==> config.mk <==
export PLATFORM = sky130hd
export DESIGN_NAME = refcounted_page_map_table_flat
export DESIGN_NICKNAME = d
export VERILOG_FILES = /design/src/hw/rtl/rpmt_pkg.sv /design/src/hw/rtl/rpmt_intf.sv /design/src/hw/rtl/rpmt_ram.sv /design/src/hw/rtl/rpmt_ctrl.sv /design/src/hw/rtl/rpmt_dp.sv /design/src/hw/rtl/refcounted_page_map_table.sv /design/src/flat_wrapper.sv
export SDC_FILE = /design/constraint.sdc
export NUM_CORES = 1
export LEC_CHECK = 0
export ABC_AREA = 1
export BUFFER_PORTS_ARGS = -buffer_cell sky130_fd_sc_hd__buf_4
export CAP_MARGIN = 30
export CORE_MARGIN = 4
export CORE_UTILIZATION = 28
export CTS_CLUSTER_SIZE = 8
export DETAILED_ROUTE_END_ITERATION = 10
export HOLD_SLACK_MARGIN = 0.02
export PLACE_DENSITY = 0.38
export SYNTH_ARGS = -nofsm -noshare
export SYNTH_HDL_FRONTEND = slang
export SYNTH_HIERARCHICAL = 1
export SYNTH_SLANG_ARGS = --single-unit
export TNS_END_PERCENT = 20
==> constraint.sdc <==
create_clock -name i_clk -period 5.25 [get_ports i_clk]
set_clock_uncertainty 0.1 [all_clocks]
set_input_delay 1.3125 -clock i_clk [delete_from_list [all_inputs] [get_ports i_clk]]
set_output_delay 1.3125 -clock i_clk [all_outputs]
set_load 0.01 [all_outputs]
==> src/hw/rtl/rpmt_pkg.sv <==
// ============================================================================
// rpmt_pkg
// Shared types and constants for the refcounted page map table.
// ============================================================================
`default_nettype none

package rpmt_pkg;

    // Field widths of the request and response transfers
    localparam int CMD_W        = 1;
    localparam int GPN_W        = 20;
    localparam int STATUS_W     = 3;
    localparam int SLOT_W       = 4;
    localparam int REFS_W       = 16;
    localparam int BASE_W       = 32;

    localparam logic [REFS_W-1:0] REFS_MAX = '1;

    // Request commands
    localparam logic [CMD_W-1:0] CMD_MAP   = 1'b0;
    localparam logic [CMD_W-1:0] CMD_UNMAP = 1'b1;

    // Response status codes
    typedef enum logic [STATUS_W-1:0] {
        RSP_HIT  = 3'd0,
        RSP_NEW  = 3'd1,
        RSP_FULL = 3'd2,
        RSP_DEC  = 3'd3,
        RSP_FREE = 3'd4
    } t_status;

    typedef enum logic [1:0] {
        ST_IDLE,
        ST_SCAN,
        ST_DRAIN,
        ST_COMMIT
    } t_state;

    // Controller -> datapath
    typedef struct packed {
        logic load;     // latch request, restart the scan
        logic scan_rd;  // issue one table read, advance the scan pointer
        logic commit;   // write table update, load the response register
    } t_ctl_cmd;

    // Datapath -> controller
    typedef struct packed {
        logic scan_last;  // read of the last slot is being issued
        logic out_free;   // response register can take a new result
    } t_ctl_sts;

endpackage

`default_nettype wire

==> src/hw/rtl/rpmt_intf.sv <==
// ============================================================================
// rpmt_intf
// Valid/ready channel interfaces for requests and responses.
// ============================================================================
`default_nettype none

interface rpmt_req_if import rpmt_pkg::*; ();
    logic             valid;
    logic             ready;
    logic [CMD_W-1:0] cmd;
    logic [GPN_W-1:0] gpn;

    modport source (output valid, cmd, gpn, input ready);
    modport sink   (input valid, cmd, gpn, output ready);
endinterface

interface rpmt_rsp_if import rpmt_pkg::*; ();
    logic                valid;
    logic                ready;
    logic [STATUS_W-1:0] status;
    logic                not_found;
    logic [SLOT_W-1:0]   slot;
    logic [REFS_W-1:0]   ref_count;
    logic [BASE_W-1:0]   base_addr;

    modport source (output valid, status, not_found, slot, ref_count, base_addr,
                    input ready);
    modport sink   (input valid, status, not_found, slot, ref_count, base_addr,
                    output ready);
endinterface

`default_nettype wire

==> src/hw/rtl/rpmt_ram.sv <==
// ============================================================================
// rpmt_ram
// Generic single-write, single-read RAM with registered read data.
// ============================================================================
`default_nettype none

module rpmt_ram #(
    parameter int WIDTH = 8,
    parameter int DEPTH = 16
) (
    input  wire logic                     i_clk,
    input  wire logic                     i_we,
    input  wire logic [$clog2(DEPTH)-1:0] i_waddr,
    input  wire logic [WIDTH-1:0]         i_wdata,
    input  wire logic [$clog2(DEPTH)-1:0] i_raddr,
    output logic      [WIDTH-1:0]         o_rdata
);

    logic [WIDTH-1:0] r_mem [DEPTH];
    logic [WIDTH-1:0] r_rdata;

    always_ff @(posedge i_clk) begin
        if (i_we) begin
            r_mem[i_waddr] <= i_wdata;
        end
        r_rdata <= r_mem[i_raddr];
    end

    assign o_rdata = r_rdata;

endmodule

`default_nettype wire

==> src/hw/rtl/rpmt_ctrl.sv <==
// ============================================================================
// rpmt_ctrl
// Sequencer: accept, scan all slots, drain last compare, commit result.
// ============================================================================
`default_nettype none

module rpmt_ctrl import rpmt_pkg::*; (
    input  wire logic     i_clk,
    input  wire logic     i_rst_n,
    input  wire logic     i_in_valid,
    output logic          o_in_ready,
    input  wire t_ctl_sts i_sts,
    output t_ctl_cmd      o_cmd
);

    t_state r_state;
    t_state n_state;

    always_ff @(posedge i_clk) begin
        if (!i_rst_n) begin
            r_state <= ST_IDLE;
        end else begin
            r_state <= n_state;
        end
    end

    always_comb begin
        n_state = r_state;
        unique case (r_state)
            ST_IDLE: begin
                if (i_in_valid) n_state = ST_SCAN;
            end
            ST_SCAN: begin
                if (i_sts.scan_last) n_state = ST_DRAIN;
            end
            ST_DRAIN: begin
                n_state = ST_COMMIT;
            end
            ST_COMMIT: begin
                if (i_sts.out_free) n_state = ST_IDLE;
            end
            default: begin
                n_state = ST_IDLE;
            end
        endcase
    end

    always_comb begin
        o_in_ready    = 1'b0;
        o_cmd.load    = 1'b0;
        o_cmd.scan_rd = 1'b0;
        o_cmd.commit  = 1'b0;
        unique case (r_state)
            ST_IDLE: begin
                o_in_ready = 1'b1;
                o_cmd.load = i_in_valid;
            end
            ST_SCAN: begin
                o_cmd.scan_rd = 1'b1;
            end
            ST_DRAIN: begin
            end
            ST_COMMIT: begin
                o_cmd.commit = i_sts.out_free;
            end
            default: begin
            end
        endcase
    end

    a_commit_to_idle: assert property (@(posedge i_clk) disable iff (!i_rst_n)
        o_cmd.commit |=> r_state == ST_IDLE)
        else $error("commit did not return to idle");

    a_drain_to_commit: assert property (@(posedge i_clk) disable iff (!i_rst_n)
        r_state == ST_DRAIN |=> r_state == ST_COMMIT)
        else $error("drain did not advance to commit");

    a_scan_holds: assert property (@(posedge i_clk) disable iff (!i_rst_n)
        (r_state == ST_SCAN) && !i_sts.scan_last |=> r_state == ST_SCAN)
        else $error("scan ended before the last slot");

endmodule

`default_nettype wire

==> src/hw/rtl/rpmt_dp.sv <==
// ============================================================================
// rpmt_dp
// Table storage, scan compare, update logic and response register.
// ============================================================================
`default_nettype none

module rpmt_dp import rpmt_pkg::*; #(
    parameter int ENTRIES    = 16,
    parameter int PAGE_SIZE  = 4096,
    parameter int INDEX_BITS = 20
) (
    input  wire logic                    i_clk,
    input  wire logic                    i_rst_n,
    input  wire t_ctl_cmd                i_cmd,
    output t_ctl_sts                     o_sts,
    input  wire logic [CMD_W-1:0]        i_in_cmd,
    input  wire logic [GPN_W-1:0]        i_in_gpn,
    output logic                         o_out_valid,
    input  wire logic                    i_out_ready,
    output logic [STATUS_W-1:0]          o_out_status,
    output logic                         o_out_not_found,
    output logic [SLOT_W-1:0]            o_out_slot,
    output logic [REFS_W-1:0]            o_out_ref_count,
    output logic [BASE_W-1:0]            o_out_base_addr
);

    localparam int IW = (INDEX_BITS < GPN_W) ? INDEX_BITS : GPN_W;
    localparam int AW = $clog2(ENTRIES);
    localparam int PW = $clog2(PAGE_SIZE) + 1;
    localparam int MW = IW + PW;

    // Request and scan state
    logic [CMD_W-1:0]   r_cmd;
    logic [IW-1:0]      r_idx;
    logic [AW-1:0]      r_cnt;
    logic               r_cmp_vld;
    logic [AW-1:0]      r_cmp_slot;
    logic               r_found;
    logic [AW-1:0]      r_slot;
    logic [REFS_W-1:0]  r_refs;
    logic               r_free_found;
    logic [AW-1:0]      r_free_slot;
    logic [ENTRIES-1:0] r_valid;

    // Response register
    logic                r_out_vld;
    logic [STATUS_W-1:0] r_status;
    logic                r_nf;
    logic [SLOT_W-1:0]   r_oslot;
    logic [REFS_W-1:0]   r_orefs;
    logic [BASE_W-1:0]   r_obase;

    logic [IW-1:0]     w_idx_rd;
    logic [REFS_W-1:0] w_refs_rd;
    logic              w_valid_rd;
    logic              w_match;
    logic              w_empty;
    logic [MW-1:0]     w_prod;
    logic [REFS_W-1:0] w_inc;

    t_status           c_status;
    logic              c_nf;
    logic [AW-1:0]     c_slot;
    logic [REFS_W-1:0] c_refs;
    logic              c_report;
    logic              c_set_valid;
    logic              c_clr_valid;
    logic              c_idx_we;
    logic              c_refs_we;

    rpmt_ram #(.WIDTH(IW), .DEPTH(ENTRIES)) u_idx_ram (
        .i_clk   (i_clk),
        .i_we    (i_cmd.commit && c_idx_we),
        .i_waddr (c_slot),
        .i_wdata (r_idx),
        .i_raddr (r_cnt),
        .o_rdata (w_idx_rd)
    );

    rpmt_ram #(.WIDTH(REFS_W), .DEPTH(ENTRIES)) u_refs_ram (
        .i_clk   (i_clk),
        .i_we    (i_cmd.commit && c_refs_we),
        .i_waddr (c_slot),
        .i_wdata (c_refs),
        .i_raddr (r_cnt),
        .o_rdata (w_refs_rd)
    );

    // Compare stage works on the registered read data and the registered slot address
    assign w_valid_rd = r_valid[r_cmp_slot];
    assign w_match    = r_cmp_vld && w_valid_rd && (w_idx_rd == r_idx);
    assign w_empty    = r_cmp_vld && !w_valid_rd;

    assign o_sts.scan_last = (r_cnt == AW'(ENTRIES - 1));
    assign o_sts.out_free  = !r_out_vld || i_out_ready;

    always_ff @(posedge i_clk) begin
        if (!i_rst_n) begin
            r_cmp_vld    <= 1'b0;
            r_found      <= 1'b0;
            r_free_found <= 1'b0;
        end else begin
            r_cmp_vld <= i_cmd.scan_rd;
            if (i_cmd.load) begin
                r_found      <= 1'b0;
                r_free_found <= 1'b0;
            end else begin
                if (w_match) r_found <= 1'b1;
                if (w_empty) r_free_found <= 1'b1;
            end
        end
    end

    always_ff @(posedge i_clk) begin
        r_cmp_slot <= r_cnt;
        if (i_cmd.load) begin
            r_cmd <= i_in_cmd;
            r_idx <= i_in_gpn[IW-1:0];
            r_cnt <= '0;
        end else begin
            if (i_cmd.scan_rd) r_cnt <= r_cnt + AW'(1);
            // keep only the lowest-numbered hit and free slot
            if (w_match && !r_found) begin
                r_slot <= r_cmp_slot;
                r_refs <= w_refs_rd;
            end
            if (w_empty && !r_free_found) r_free_slot <= r_cmp_slot;
        end
    end

    assign w_inc  = (r_refs == REFS_MAX) ? r_refs : r_refs + REFS_W'(1);
    assign w_prod = MW'(r_idx) * MW'(PAGE_SIZE);

    always_comb begin
        c_status    = RSP_FULL;
        c_nf        = 1'b0;
        c_slot      = '0;
        c_refs      = '0;
        c_report    = 1'b0;
        c_set_valid = 1'b0;
        c_clr_valid = 1'b0;
        c_idx_we    = 1'b0;
        c_refs_we   = 1'b0;
        case (r_cmd)
            CMD_MAP: begin
                if (r_found) begin
                    c_status  = RSP_HIT;
                    c_slot    = r_slot;
                    c_refs    = w_inc;
                    c_refs_we = 1'b1;
                    c_report  = 1'b1;
                end else if (r_free_found) begin
                    c_status    = RSP_NEW;
                    c_slot      = r_free_slot;
                    c_refs      = REFS_W'(1);
                    c_refs_we   = 1'b1;
                    c_idx_we    = 1'b1;
                    c_set_valid = 1'b1;
                    c_report    = 1'b1;
                end
            end
            CMD_UNMAP: begin
                if (!r_found) begin
                    c_status = RSP_FREE;
                    c_nf     = 1'b1;
                end else if (r_refs > REFS_W'(1)) begin
                    c_status  = RSP_DEC;
                    c_slot    = r_slot;
                    c_refs    = r_refs - REFS_W'(1);
                    c_refs_we = 1'b1;
                    c_report  = 1'b1;
                end else begin
                    c_status    = RSP_FREE;
                    c_slot      = r_slot;
                    c_clr_valid = 1'b1;
                    c_report    = 1'b1;
                end
            end
            default: begin
            end
        endcase
    end

    always_ff @(posedge i_clk) begin
        if (!i_rst_n) begin
            r_valid <= '0;
        end else if (i_cmd.commit) begin
            if (c_set_valid) r_valid[c_slot] <= 1'b1;
            if (c_clr_valid) r_valid[c_slot] <= 1'b0;
        end
    end

    always_ff @(posedge i_clk) begin
        if (!i_rst_n) begin
            r_out_vld <= 1'b0;
        end else if (i_cmd.commit) begin
            r_out_vld <= 1'b1;
        end else if (i_out_ready) begin
            r_out_vld <= 1'b0;
        end
    end

    always_ff @(posedge i_clk) begin
        if (i_cmd.commit) begin
            r_status <= c_status;
            r_nf     <= c_nf;
            r_oslot  <= SLOT_W'(c_slot);
            r_orefs  <= c_refs;
            r_obase  <= c_report ? BASE_W'(w_prod) : '0;
        end
    end

    assign o_out_valid      = r_out_vld;
    assign o_out_status     = r_status;
    assign o_out_not_found  = r_nf;
    assign o_out_slot       = r_oslot;
    assign o_out_ref_count  = r_orefs;
    assign o_out_base_addr  = r_obase;

    a_commit_loads: assert property (@(posedge i_clk) disable iff (!i_rst_n)
        i_cmd.commit |=> r_out_vld)
        else $error("commit did not load the response register");

    a_hit_is_valid: assert property (@(posedge i_clk) disable iff (!i_rst_n)
        i_cmd.commit && r_found |-> r_valid[r_slot])
        else $error("matched slot is not valid");

    a_alloc_free: assert property (@(posedge i_clk) disable iff (!i_rst_n)
        i_cmd.commit && c_idx_we |-> !r_valid[c_slot])
        else $error("allocation into an occupied slot");

    a_load_clears: assert property (@(posedge i_clk) disable iff (!i_rst_n)
        i_cmd.load |=> (r_cnt == '0) && !r_found && !r_free_found)
        else $error("scan state not cleared on request");

endmodule

`default_nettype wire

==> src/hw/rtl/refcounted_page_map_table.sv <==
// ============================================================================
// refcounted_page_map_table
// Each request is accepted in idle; a sequential scan then reads every slot
// of the table, the last compare drains, and the update commits, loading the
// response register once it is free; a new request is taken only after that.
// The response register lets a new request start while a result waits.
// Reset clears all slot valid bits at once; no clearing pass is needed.
// ============================================================================
`default_nettype none

module refcounted_page_map_table import rpmt_pkg::*; #(
    parameter int ENTRIES    = 16,
    parameter int PAGE_SIZE  = 4096,
    parameter int INDEX_BITS = 20
) (
    input  wire logic   i_clk,
    input  wire logic   i_rst_n,
    rpmt_req_if.sink    i_req,
    rpmt_rsp_if.source  o_rsp
);

    t_ctl_cmd w_cmd;
    t_ctl_sts w_sts;
    logic     w_in_ready;

    assign i_req.ready = w_in_ready;

    rpmt_ctrl u_ctrl (
        .i_clk      (i_clk),
        .i_rst_n    (i_rst_n),
        .i_in_valid (i_req.valid),
        .o_in_ready (w_in_ready),
        .i_sts      (w_sts),
        .o_cmd      (w_cmd)
    );

    rpmt_dp #(
        .ENTRIES    (ENTRIES),
        .PAGE_SIZE  (PAGE_SIZE),
        .INDEX_BITS (INDEX_BITS)
    ) u_dp (
        .i_clk            (i_clk),
        .i_rst_n          (i_rst_n),
        .i_cmd            (w_cmd),
        .o_sts            (w_sts),
        .i_in_cmd         (i_req.cmd),
        .i_in_gpn         (i_req.gpn),
        .o_out_valid      (o_rsp.valid),
        .i_out_ready      (o_rsp.ready),
        .o_out_status     (o_rsp.status),
        .o_out_not_found  (o_rsp.not_found),
        .o_out_slot       (o_rsp.slot),
        .o_out_ref_count  (o_rsp.ref_count),
        .o_out_base_addr  (o_rsp.base_addr)
    );

endmodule

`default_nettype wire
==> src/flat_wrapper.sv <==
// flat-port wrapper written by rule: the top's interface ports become plain ports
module refcounted_page_map_table_flat import rpmt_pkg::*;
#(
    parameter int ENTRIES    = 16,
    parameter int PAGE_SIZE  = 4096,
    parameter int INDEX_BITS = 20
)
  (i_clk, i_rst_n, i_req_valid, i_req_cmd, i_req_gpn, i_req_ready, o_rsp_valid, o_rsp_status, o_rsp_not_found, o_rsp_slot, o_rsp_ref_count, o_rsp_base_addr, o_rsp_ready);
  rpmt_req_if i_req_i ();
  rpmt_rsp_if o_rsp_i ();
  input  wire logic i_clk;
  input  wire logic i_rst_n;
  input wire logic [$bits(i_req_i.valid)-1:0] i_req_valid;
  input wire logic [$bits(i_req_i.cmd)-1:0] i_req_cmd;
  input wire logic [$bits(i_req_i.gpn)-1:0] i_req_gpn;
  output wire logic [$bits(i_req_i.ready)-1:0] i_req_ready;
  output wire logic [$bits(o_rsp_i.valid)-1:0] o_rsp_valid;
  output wire logic [$bits(o_rsp_i.status)-1:0] o_rsp_status;
  output wire logic [$bits(o_rsp_i.not_found)-1:0] o_rsp_not_found;
  output wire logic [$bits(o_rsp_i.slot)-1:0] o_rsp_slot;
  output wire logic [$bits(o_rsp_i.ref_count)-1:0] o_rsp_ref_count;
  output wire logic [$bits(o_rsp_i.base_addr)-1:0] o_rsp_base_addr;
  input wire logic [$bits(o_rsp_i.ready)-1:0] o_rsp_ready;
  assign i_req_i.valid = i_req_valid;
  assign i_req_i.cmd = i_req_cmd;
  assign i_req_i.gpn = i_req_gpn;
  assign i_req_ready = i_req_i.ready;
  assign o_rsp_valid = o_rsp_i.valid;
  assign o_rsp_status = o_rsp_i.status;
  assign o_rsp_not_found = o_rsp_i.not_found;
  assign o_rsp_slot = o_rsp_i.slot;
  assign o_rsp_ref_count = o_rsp_i.ref_count;
  assign o_rsp_base_addr = o_rsp_i.base_addr;
  assign o_rsp_i.ready = o_rsp_ready;
  refcounted_page_map_table #(.ENTRIES(ENTRIES), .PAGE_SIZE(PAGE_SIZE), .INDEX_BITS(INDEX_BITS)) u_core (.i_clk(i_clk), .i_rst_n(i_rst_n), .i_req(i_req_i), .o_rsp(o_rsp_i));
endmodule
==> Word level (Yosys, flattened, before mapping) <==
Memory sizes are Yosys's and may differ from the RTL's. A register that Yosys moved wholly into a read port is not among the register bits.
Cells that the tools add are included.
{ "totals": {"ff_bits": 131, "ramBits": 576, "input_bits": 25, "output_inout_bits": 58, "wordCells": 112, "mem_count": 2} }
{ "op_classes": {"addsub": 3, "magnitude_cmp": 4, "n_eq_ne": 9, "n_mux": 50, "bitwise_logic": 6, "reduce_logical": 19} }
{ "mem_list": {"columns": ["name", "depth", "width", "rd", "rd_clocked_by_memory_dff", "wr", "line", "rtl"], "rows": [
  ["u_core.u_dp.u_idx_ram.r_mem", 16, 20, 1, 1, 1, "rpmt_ram.sv:19", "logic [WIDTH-1:0] r_mem [DEPTH];"],
  ["u_core.u_dp.u_refs_ram.r_mem", 16, 16, 1, 1, 1, "rpmt_ram.sv:19", null]
]} }
{ "ops": {"columns": ["cell", "count"], "rows": [
  ["16-bit 2-to-1 mux", 8],
  ["16-bit one-hot mux with 2 select lines", 1],
  ["1-bit 2-to-1 mux", 24],
  ["20-bit equality test", 1],
  ["16-bit by 1-bit adder with 16-bit output, second input constant", 1],
  ["16-bit AND", 1],
  ["16-bit equality test, second input constant", 1],
  ["16-bit by 1-bit greater-than comparator with 1-bit output, second input constant", 1],
  ["16-bit inverter", 1],
  ["16-bit OR", 1],
  ["16-bit by 1-bit subtractor with 16-bit output, second input constant", 1],
  ["4-bit 2-to-1 mux", 3],
  ["4-bit by 5-bit < comparator with 1-bit output, second input constant", 2],
  ["2-bit 2-to-1 mux", 5],
  ["1-bit logical AND", 8],
  ["2-bit one-hot mux with 4 select lines", 1],
  ["4-bit one-hot mux with 2 select lines", 1],
  ["3-bit 2-to-1 mux", 2],
  ["2-bit != test, second input constant", 3],
  ["3-bit one-hot mux with 2 select lines", 1],
  ["4-bit by 1-bit adder with 4-bit output, second input constant", 1],
  ["1-bit binary-select mux with 4-bit select", 1],
  ["1-bit demux with 4-bit select", 1],
  ["2-bit equality test, second input constant", 2],
  ["other kinds (12)", 19]
]} }

==> Depth between registers and ports, before layout <==
Gate-level depths: netlist of the first run.
{ "depth": {"depth_word": 13, "ltp_mapped": 11, "mapped_depth_nobuf": 11} }

==> Modules after synthesis <==
Netlist of the first run, hierarchy kept.
{ "modules_own_cells": {"columns": ["mod", "n_inst", "cells_each", "area_per_inst_um2", "seq_area_each_um2"], "rows": [
  ["rpmt_ram at u_core.u_dp.u_idx_ram", 1, 1336, 14192.4, 10009.6],
  ["rpmt_ram at u_core.u_dp.u_refs_ram", 1, 1074, 11388.4, 8007.7],
  ["rpmt_dp", 1, 685, 5803.1, 3233.1],
  ["rpmt_ctrl", 1, 28, 183.9, 40.0]
]} }

==> Worst setup path before layout of the first run <==
OpenSTA, ideal clock, no wires.
{ "synth_path": {"kind": "input-to-reg", "from": "input port o_rsp_ready", "to": "memory u_core/u_dp/u_idx_ram/r_mem[12][0] (netlist bit), enable pin", "setup_time_ns": 0.397, "arrival_ns": 4.074, "t_required_ns": 4.753, "path_slack_ns": 0.679, "cell_stages": 9, "n_path_buf": 1, "path_cell_list": "inv_1 nand2_1 nand2_1 inv_1 inv_1 nor2_4 buf_2 nand3_1 nor2_1"} }
{ "synth_lines": {"columns": ["element", "line", "rtl"], "rows": [
  ["start: declaration", "flat_wrapper.sv:23", "input wire logic [$bits(o_rsp_i.ready)-1:0] o_rsp_ready;"],
  ["end: declaration", "rpmt_ram.sv:19", null]
]} }

==> Worst setup path after layout of the first run <==
{ "layout_path": {"from": "register u_core.u_dp.r_refs[0]", "to": "memory u_core/u_dp/u_refs_ram/r_mem[12][6] (netlist bit), enable pin"} }
{ "layout_via": {"elab_chain_len": 7} }
{ "layout_rtl": {"columns": ["element", "line", "rtl"], "rows": [
  ["start: declaration", "rpmt_dp.sv:40", "logic [REFS_W-1:0] r_refs;"],
  ["start signal: assignment", "rpmt_dp.sv:125", "r_refs <= w_refs_rd;"],
  ["16-bit by 1-bit greater-than comparator with 1-bit output", "rpmt_dp.sv:166", "end else if (r_refs > REFS_W'(1)) begin"],
  ["1-bit 2-to-1 mux", "rpmt_dp.sv:166", null],
  ["1-bit 2-to-1 mux", "rpmt_dp.sv:163", "if (!r_found) begin"],
  ["1-bit one-hot mux with 2 select lines", "rpmt_dp.sv:144", "case (r_cmd)"],
  ["1-bit logical AND", "rpmt_dp.sv:82", ".i_we (i_cmd.commit && c_refs_we),"],
  ["1-bit 2-to-1 mux", "rpmt_ram.sv:23", "if (i_we) begin"],
  ["1-bit 2-to-1 mux (implied by the code)", "rpmt_ram.sv:24", "r_mem[i_waddr] <= i_wdata;"],
  ["end: declaration", "rpmt_ram.sv:19", null]
]} }
No other way between the ends.

==> results by stage, run 1 <==
Route:
- After detailed routing, the total wire length is 97.4 mm.
- The mean number of vias per cell is 4.46.
- The number of iterations in the first detailed-routing pass is 5.
- The total number of vias is approximately 21000.
- The average routed wire per standard cell is 20.4 um.
- The count of nets left with antenna violations once routing finished came out at 0.
- The detailed router finished its first iteration with about 1700 violations.
- After detailed routing, the number of remaining DRC violations is 0.

Power and ir drop:
- After layout, the design draws a total of ~17 mW.
- The worst-case vdd ir drop is roughly 0.00022 V.
- Summed over all cells, the static leakage comes to 15.1 nW.
- Dividing total power by cell area gives a power density of between 400 and 500 mW/mm2.

STA:
- The count of pins over their slew limit is 0.
- The highest clock frequency the design can meet is 273 MHz.
- The total negative slack is 0 ns.
- The final count of negative-setup-slack endpoints is 0.
- The relative slew slack is 0.316.
- The smallest clock period supported by the final layout is computed as 3.66 ns.
- Setup repair after global routing left no endpoint under its margin.
- At the pin with the least slew margin, the transition time is 1.03 ns.
- The tightest hold path in the finished design has a slack of 0.291 ns.
- The final worst-path cycle share is 0.697.
- The final count of hold timing violations was 0.

Critical path:
- The number of buffers and inverters on the critical path is 3.
- The terminus of the critical flop-to-flop path is u_core/u_dp/u_refs_ram/r_mem[12][6].
- The startpoint identified for the worst register-to-register timing path is u_core/u_dp/r_refs[0].
- The worst setup path is captured at a flop.
- The worst setup path is launched from a flop.
- The largest individual stage delay along the critical path comes from the cell sky130_fd_sc_hd__nor2_2.
- The critical path is of the reg2reg type.
- The register-to-register setup slack is 1.59 ns.
- The most used cell along the critical path is sky130_fd_sc_hd__inv_1.
- Data on the critical path arrives at its endpoint at between 3 and 4 ns.
- For the worst setup path, the data required time is around 5.4 ns.
- The worst stage delay on the critical path is about 0.81 ns.
- The signal on the critical path passes through inv_1 -> ha_1 -> o21ai_0 -> nor2_1 -> nand2_2 -> nand2_2 -> inv_1 -> o21ai_1 -> inv_1 -> nand3_1 -> nor2_2.
- The kind of cell with the highest combined delay along the critical path is simple AND/OR/NAND/NOR gates.
- The count of cells along the worst register-to-register path is 11.
- The critical path starts at u_core/u_dp/r_refs[0].
- The maximum fanout count along the critical path is 16.

Clock tree:
- The clock reaches the later pin of the worst-skew pair after 0.66 ns.
- CTS built an H-tree with a depth of 3.
- The master cell of the clock root buffer is sky130_fd_sc_hd__clkbuf_16.
- After clock tree synthesis, the clock-pin slew on the worst setup and hold paths is 0.05 ns.
- The number of sinks handled by clock tree synthesis is 731.
- In this run, CTS created clock tree buffers numbering 102.
- Gates resized during post-CTS repair numbered 0.
- The maximum buffer depth of the clock tree is 3.
- TritonCTS built the clock tree.
- The post-CTS setup buffer count is 0.
- For this design, the CTS-stage hold fixing added 0 buffers.

GRT:
- Entering global routing, the biggest net connects 165 pins.
- The initial antenna violation count came to 6.
- The overall routing resource usage is 0.164.
- The first-pass GRT wire length is 142 mm.
- The sum of overflow across all layers after global routing is 0.
- The via count of the first global-routing pass is ~21000.

Place:
- The count of buffers added on input and output ports is 70.
- Once placement finished, the instance area stood at around 0.034 mm2.
- The global placer's final weighted congestion is ~0.83.
- The HPWL after detailed placement is around 61 mm.

Final layout:
- The area of all placed cells without fillers is 0.0367 mm2.
- In the final design database the tool counted 3249 nets.
- Compared with the post-synthesis result, the final layout area differs by 16.2%.
- In the layout the commonest cells are sky130_fd_sc_hd__nand2_1, sky130_fd_sc_hd__edfxtp_1, sky130_fd_sc_hd__inv_1.
- Counting the fill cells in the layout gives 11300.
- The proportion of layout cells with a drive suffix above 1 is 0.0955.
- The most common cell after layout, fill and taps aside is sky130_fd_sc_hd__nand2_1.

Logic synthesis:
- The cell area after technology mapping is 0.0316 mm2.
- The synthesized netlist contains 36 unique library cells.
- Yosys printed 6 warnings.
- The register bit total from synthesis is 731.
- The cell count after synthesis came out at 3123.
- The average instance in the mapped netlist occupies 10.1 um2.
- The share of the Yosys chip area taken by registers is 0.674.

Floorplan:
- The total area inside the core boundary comes to 0.111 mm2.
- The initial utilization of the core area, before any placement, comes to 0.284.
- After floorplanning, the core was divided into 122 placement rows.
- The die is 344 um wide.
- The overall die area is 0.118 mm2.
- 83 I/O pins were placed.
- Measured along the y axis, the die boundary spans between 300 and 400 um.

Outcome:
- The flow ran to the end, and the final reports show no timing, DRC or antenna violations.

Min path:
- The endpoint of the worst hold-timing path is u_core/u_dp/r_refs[5].
- The worst min-delay path startpoint is u_core/u_dp/u_refs_ram/o_rdata[5].
- The worst hold path was traced through 0 stages.
- The worst min-delay path category is reg2reg.

Job:
- Across the run, the number of max-cap violations was 0.
[cell usage after synthesis (all sizes together)]
library cell  number  share of area
nor3              11         0.0022
conb               1        0.00012
o211ai             2        0.00048
edfxtp           665           0.63
clkbuf            26         0.0031
buf              113          0.024
nand2            976           0.12
o22ai              2        0.00040
o31ai              2        0.00048
a21boi             1        0.00024
nand3            476          0.076
o21ai             25         0.0040
ha                 8         0.0032
nand3b             5         0.0012
or2                3        0.00059
nor2             135          0.017
xor2               8         0.0022
nand4              8         0.0016
dfxtp             66          0.042
xnor2              6         0.0017
a21oi             30         0.0048
a211oi             2        0.00048
inv              551          0.066
nor4               1        0.00020
[worst reg2reg max path: cells and delay by family (launching register included)]
kind / cells / cell delay [ns]
buffers and inverters: 3 / 0.61
AOI/OAI and AO/OA: 2 / 0.35
adders and majority gates: 1 / 0.27
DFF: 1 / 0.44
and+or+nand+nor: 5 / 1.51
[cell type report]
type / count / area [um2] / area share
flip-flops and latches: 731 / 21300 / 0.581
multi-input cells: 1713 / 7600 / 0.207
clock buffers: 159 / 2850 / 0.0777
inverters: 551 / 2070 / 0.0565
well taps: 1488 / 1860 / 0.0507
repair buffers: 117 / 931 / 0.0254
clock inverters: 5 / 68.8 / 0.00188
diodes: 2 / 5.00 / 0.000136
[worst max-delay path by stage]
stage	to	cells past startpoint
3_3_place_gp	u_core/u_dp/u_idx_ram/r_mem[1][16]	9
3_5_place_dp	u_core/u_dp/u_idx_ram/r_mem[12][5]	9
4_1_cts	u_core/u_dp/u_refs_ram/r_mem[12][14]	11
2_1_floorplan	u_core/u_dp/u_idx_ram/r_mem[12][0]	9
5_1_grt	u_core/u_dp/u_refs_ram/r_mem[6][15]	11
6_report	u_core/u_dp/u_refs_ram/r_mem[12][6]	11
[routing by layer]
| layer | global-route usage | vias up | wire length (um) |
|---|---|---|---|
| met5 | 0 | - | 34 |
| met4 | 0.0414 | 4 | 1870 |
| met3 | 0.0306 | 118 | 5620 |
| met2 | 0.244 | 547 | 42100 |
| met1 | 0.245 | 10400 | 47700 |
| li1 | - | 10200 | - |
[registers in the layout, summed over array words and instances (netlist names), 16 cells and up]
register                        cells
u_core/u_dp/o_out_base_addr        20
u_core/u_dp/r_refs                 16
u_core/u_dp/u_refs_ram/r_mem      256
u_core/u_dp/o_out_ref_count        16
u_core/u_dp/r_idx                  20
u_core/u_dp/u_idx_ram/r_mem       320
u_core/u_dp/u_idx_ram/o_rdata      20
u_core/u_dp/r_valid                16
u_core/u_dp/u_refs_ram/o_rdata     16
[metrics by stage]
step / std cells / setup WS [ns] / utilization
CTS: 4764 / 1.58 / 0.330
floorplan: 3134 / 0.679 / -
global route: 4764 / 1.27 / 0.330
detailed placement: 4600 / 1.11 / 0.303
global placement: 4598 / 1.16 / 0.303
finish: 4766 / 1.59 / 0.330
[cell families after synthesis]
kind of cell,count (synthesis),synth area share
compound gates,64,0.0108
xor+xnor,14,0.00388
fa+ha+maj,8,0.00317
buf+inv,690,0.0922
flops,731,0.674
other cells,1,0.000119
simple gates,1615,0.215
[where the power goes]
| group | switching, mW | internal (mW) | leakage (nW) |
|---|---|---|---|
| combinational | 2.90 | 1.04 | 7.07 |
| sequential | 0.430 | 6.77 | 6.65 |
| clock | 2.41 | 3.71 | 1.40 |
| total | 5.74 | 11.5 | 15.1 |
Note: power is estimated with default switching activity, not from simulation.
==> inputs of run 2 (changes only) <==
--- a/config.mk
+++ b/config.mk
@@ -13,7 +13,7 @@
 export CTS_CLUSTER_SIZE = 8
 export DETAILED_ROUTE_END_ITERATION = 10
 export HOLD_SLACK_MARGIN = 0.02
-export PLACE_DENSITY = 0.38
+export PLACE_DENSITY = 0.4
 export SYNTH_ARGS = -nofsm -noshare
 export SYNTH_HDL_FRONTEND = slang
 export SYNTH_HIERARCHICAL = 1
==> constraint.sdc (replaced) <==
create_clock -name i_clk -period 3.2 [get_ports i_clk]
set_clock_uncertainty 0.1 [all_clocks]
set_input_delay 0.8 -clock i_clk [delete_from_list [all_inputs] [get_ports i_clk]]
set_output_delay 0.8 -clock i_clk [all_outputs]
set_load 0.01 [all_outputs]
==> run 2 against run 1 <==
Effect of this change:
- register-to-register slack worse by 1.4 ns
- sequential share of layout area shrank 1.4 points
- fmax rose by 21%
- hold slack got worse by 0.074 ns
- combinational power increased by 63%
- largest cell class unchanged
- largest power group unchanged
- final cell count up 1.9%
- power up 63%
==> results by stage, run 2 (synthesis gave the netlist of run 1 again) <==
Outcome:
- The flow ran to the end, and the final reports show no timing, DRC or antenna violations.

Clock tree:
- The number of instances resized during post-cts repair is 0.
- At the later pin of the worst-skew pair, clock insertion delay measures 0.66 ns.
- The master cell of the clock root buffer is sky130_fd_sc_hd__clkbuf_16.
- The number of hold buffers added after cts is 0.
- TritonCTS built the clock tree.
- The clock-pin slew on the worst setup and hold paths is 0.05 ns.
- The number of buffers created by CTS is about 100.
- The maximum buffer depth of the clock tree is 3.
- The number of sinks handled by clock tree synthesis is 731.
- The H-tree was split into 3 levels.
- The post-CTS setup buffer count is 0.

Critical path:
- The register-to-register setup slack is 0.18 ns.
- The required time of the worst setup path is roughly 3.4 ns.
- In this run the worst setup path begins at u_core/u_dp/r_refs[0].
- The maximum fanout count along the critical path is 7.
- The worst stage delay on the critical path is 0.45 ns.
- The setup path with the least slack is of type reg2reg.
- The endpoint identified for the worst register-to-register timing path is u_core/u_dp/u_refs_ram/r_mem[6][6].
- The arrival time reported for the critical path endpoint is between 3 and 4 ns.
- The worst setup path is captured at a flop.
- Together, buffers and inverters on the worst path number 4.
- The cell with the biggest individual delay on the critical path is sky130_fd_sc_hd__edfxtp_1.
- Counting cells, the worst reg-to-reg path comes to 12.
- The most used cell along the critical path is sky130_fd_sc_hd__inv_1.
- The launch point of the worst reg-to-reg path is u_core/u_dp/r_refs[0].
- Walking the worst path, the cells encountered are inv_1 -> ha_1 -> o21ai_0 -> nor2_1 -> nand2_2 -> nand2_2 -> inv_1 -> o21ai_1 -> inv_1 -> nand3b_1 -> nor2_2 -> buf_4.
- STA classifies the critical path startpoint as a flop.
- The family of cells with the greatest summed delay on the critical path is simple AND/OR/NAND/NOR gates.

Min path:
- The endpoint of the worst hold-timing path is u_core/u_dp/r_idx[2].
- The worst min-delay path category is in2reg.
- In this run the most critical hold path is launched from i_req_gpn[2].
- Counting instances, the worst hold path has a depth of 1.

Power and ir drop:
- The share of total power dissipated in the clock network is 0.360.
- Internal power comes to 19.0 mW.
- For this design the static power due to leakage is ~16 nW.
- The portion of total power attributed to sequential cells is 0.412.
- The sum of internal, switching and leakage power is 28.2 mW.
- Power spread over the standard cell area amounts to around 750 mW/mm2.
- The part of the power in combinational logic is 0.229.
- The worst-case vdd ir drop is 0.000473 V.
- The power spent charging and discharging nets is 9.16 mW.
- The proportion of total power due to net switching is 0.325.

STA:
- The slew of the pin with the lowest slew margin is 0.871 ns.
- The final count of negative-setup-slack endpoints is 0.
- On the final layout, the worst hold slack is between 0.2 and 0.25 ns.
- The worst pin sits at a relative slew slack of 0.419.
- The count of pins over their slew limit is 0.
- In the finished design, the share of the clock period the worst path needs comes to 0.943.
- For this run, the top clock speed supported by timing is 331 MHz.
- The total negative slack is 0 ns.
- The post-route minimum period is about 3.0 ns.
- The final count of hold timing violations is 0.
- Setup repair after global routing left no endpoint under its margin.

Final layout:
- The register with the most flip-flops in the layout has 320 of them.
- The library cell used most frequently in the layout, excluding fill and tap cells, is sky130_fd_sc_hd__nand2_1.
- The register with the most flip-flops is u_core/u_dp/u_idx_ram/r_mem.
- The net count of the finished layout is 3330.
- Leaving out fill and tap cells, the most frequent cells in the layout are sky130_fd_sc_hd__nand2_1, sky130_fd_sc_hd__edfxtp_1, sky130_fd_sc_hd__inv_1.
- From synthesis to final layout, the design area changed by 19.0%.
- The proportion of layout cells with a drive suffix above 1 is 0.116.
- The repair_antennas step left the layout with diodes totalling 0.
- In the final layout, the registers with the most flip-flops are u_core/u_dp/u_idx_ram/r_mem: 320 flops, u_core/u_dp/u_refs_ram/r_mem: 256 flops.
- The total of fill cells in the finished design is 11300.

Job:
- Across the run, the number of max-cap violations was 0.

Route:
- The number of design-rule violations left by the first detailed-router iteration is approximately 1500.
- In this run the remaining antenna-violating nets after routing total 0.
- The final wirelength is just over 90 mm.
- The first TritonRoute pass finished after 6 iterations.
- The mean number of vias per cell is 4.30.
- The total number of vias is 20900.
- The average routed wire per standard cell is between 15 and 20 um.
- The post-detailed-route DRC marker count is 0.

Floorplan:
- The standard cell core area is 0.111 mm2.
- The floorplan has around 120 rows.
- The overall die area is around 0.12 mm2.
- Measured along the x axis, the die boundary spans 344 um.
- The initial utilization of the core area, before any placement, comes to 0.284.
- From bottom edge to top edge, the die measures 344 um.
- 83 I/O pins were placed.

Place:
- The congestion estimate from routability-driven global placement came to 0.786.
- Once detailed placement completed, the half-perimeter wirelength came to 56.2 mm.
- Buffers placed on the I/O ports in this run total 70.

GRT:
- The fraction of met1 tracks used by global routing is 0.218.
- The first global-routing pass estimated approximately 140 mm of wire.
- The via count of the first global-routing pass is 20700.
- For this run the aggregate overflow at the end of global routing stands at 0.
- The layer flagged by global routing as most heavily used is met2.
- In the global route stage, met2 resource usage came out at 0.259.
- The initial antenna violation count was 1.
- Entering global routing, the biggest net connects 161 pins.
- The overall routing resource usage is 0.157.
- The routing usage on met3 is 0.0219.
[run 2: power by group through the flow]
stage / Combinational [mW] / Clock, mW / Sequential, mW
finish: 6.44 / 10.1 / 11.6
global route: 7.23 / 10.9 / 11.6
CTS: 6.58 / 10.5 / 11.6
detailed placement: 6.55 / 0 / 11.8
global placement: 6.58 / 0 / 11.8
floorplan: 4.30 / 0 / 11.6
[run 2: area by class of cell]
class                   instances  area (um2)  share of cell area
multi-input cells            1713        7580               0.202
clock buffers                 166        2810              0.0749
repair buffers                198        1760              0.0469
clock inverters                 9         174             0.00463
flip-flops and latches        731       21300               0.567
well taps                    1488        1860              0.0496
inverters                     551        2080              0.0553
[run 2: stage by stage]
stage               area (um2)  instances  setup WS (ns)   util
finish                   37600       4856          0.182  0.338
global route             37600       4856         0.0168  0.338
CTS                      37600       4856          0.182  0.338
detailed placement       34600       4681          0.241  0.311
global placement         34600       4681          0.191  0.311
floorplan                31700       3134         -0.147      -
[run 2: worst max-delay path by stage]
stage,endpoint,cells after the start
3_3_place_gp,u_core/u_dp/u_refs_ram/r_mem[6][13],12
5_1_grt,u_core/u_dp/u_refs_ram/r_mem[6][6],12
6_report,u_core/u_dp/u_refs_ram/r_mem[6][6],12
4_1_cts,u_core/u_dp/u_refs_ram/r_mem[6][6],12
3_5_place_dp,u_core/u_dp/u_refs_ram/r_mem[6][13],12
2_1_floorplan,u_core/u_dp/u_idx_ram/r_mem[12][0],9
[run 2: per-layer routing]
layer / wire length (um) / share of wire
met2: 43700 / 0.47
met5: 0 / 0
met4: 1880 / 0.020
met3: 3140 / 0.034
met1: 43900 / 0.47
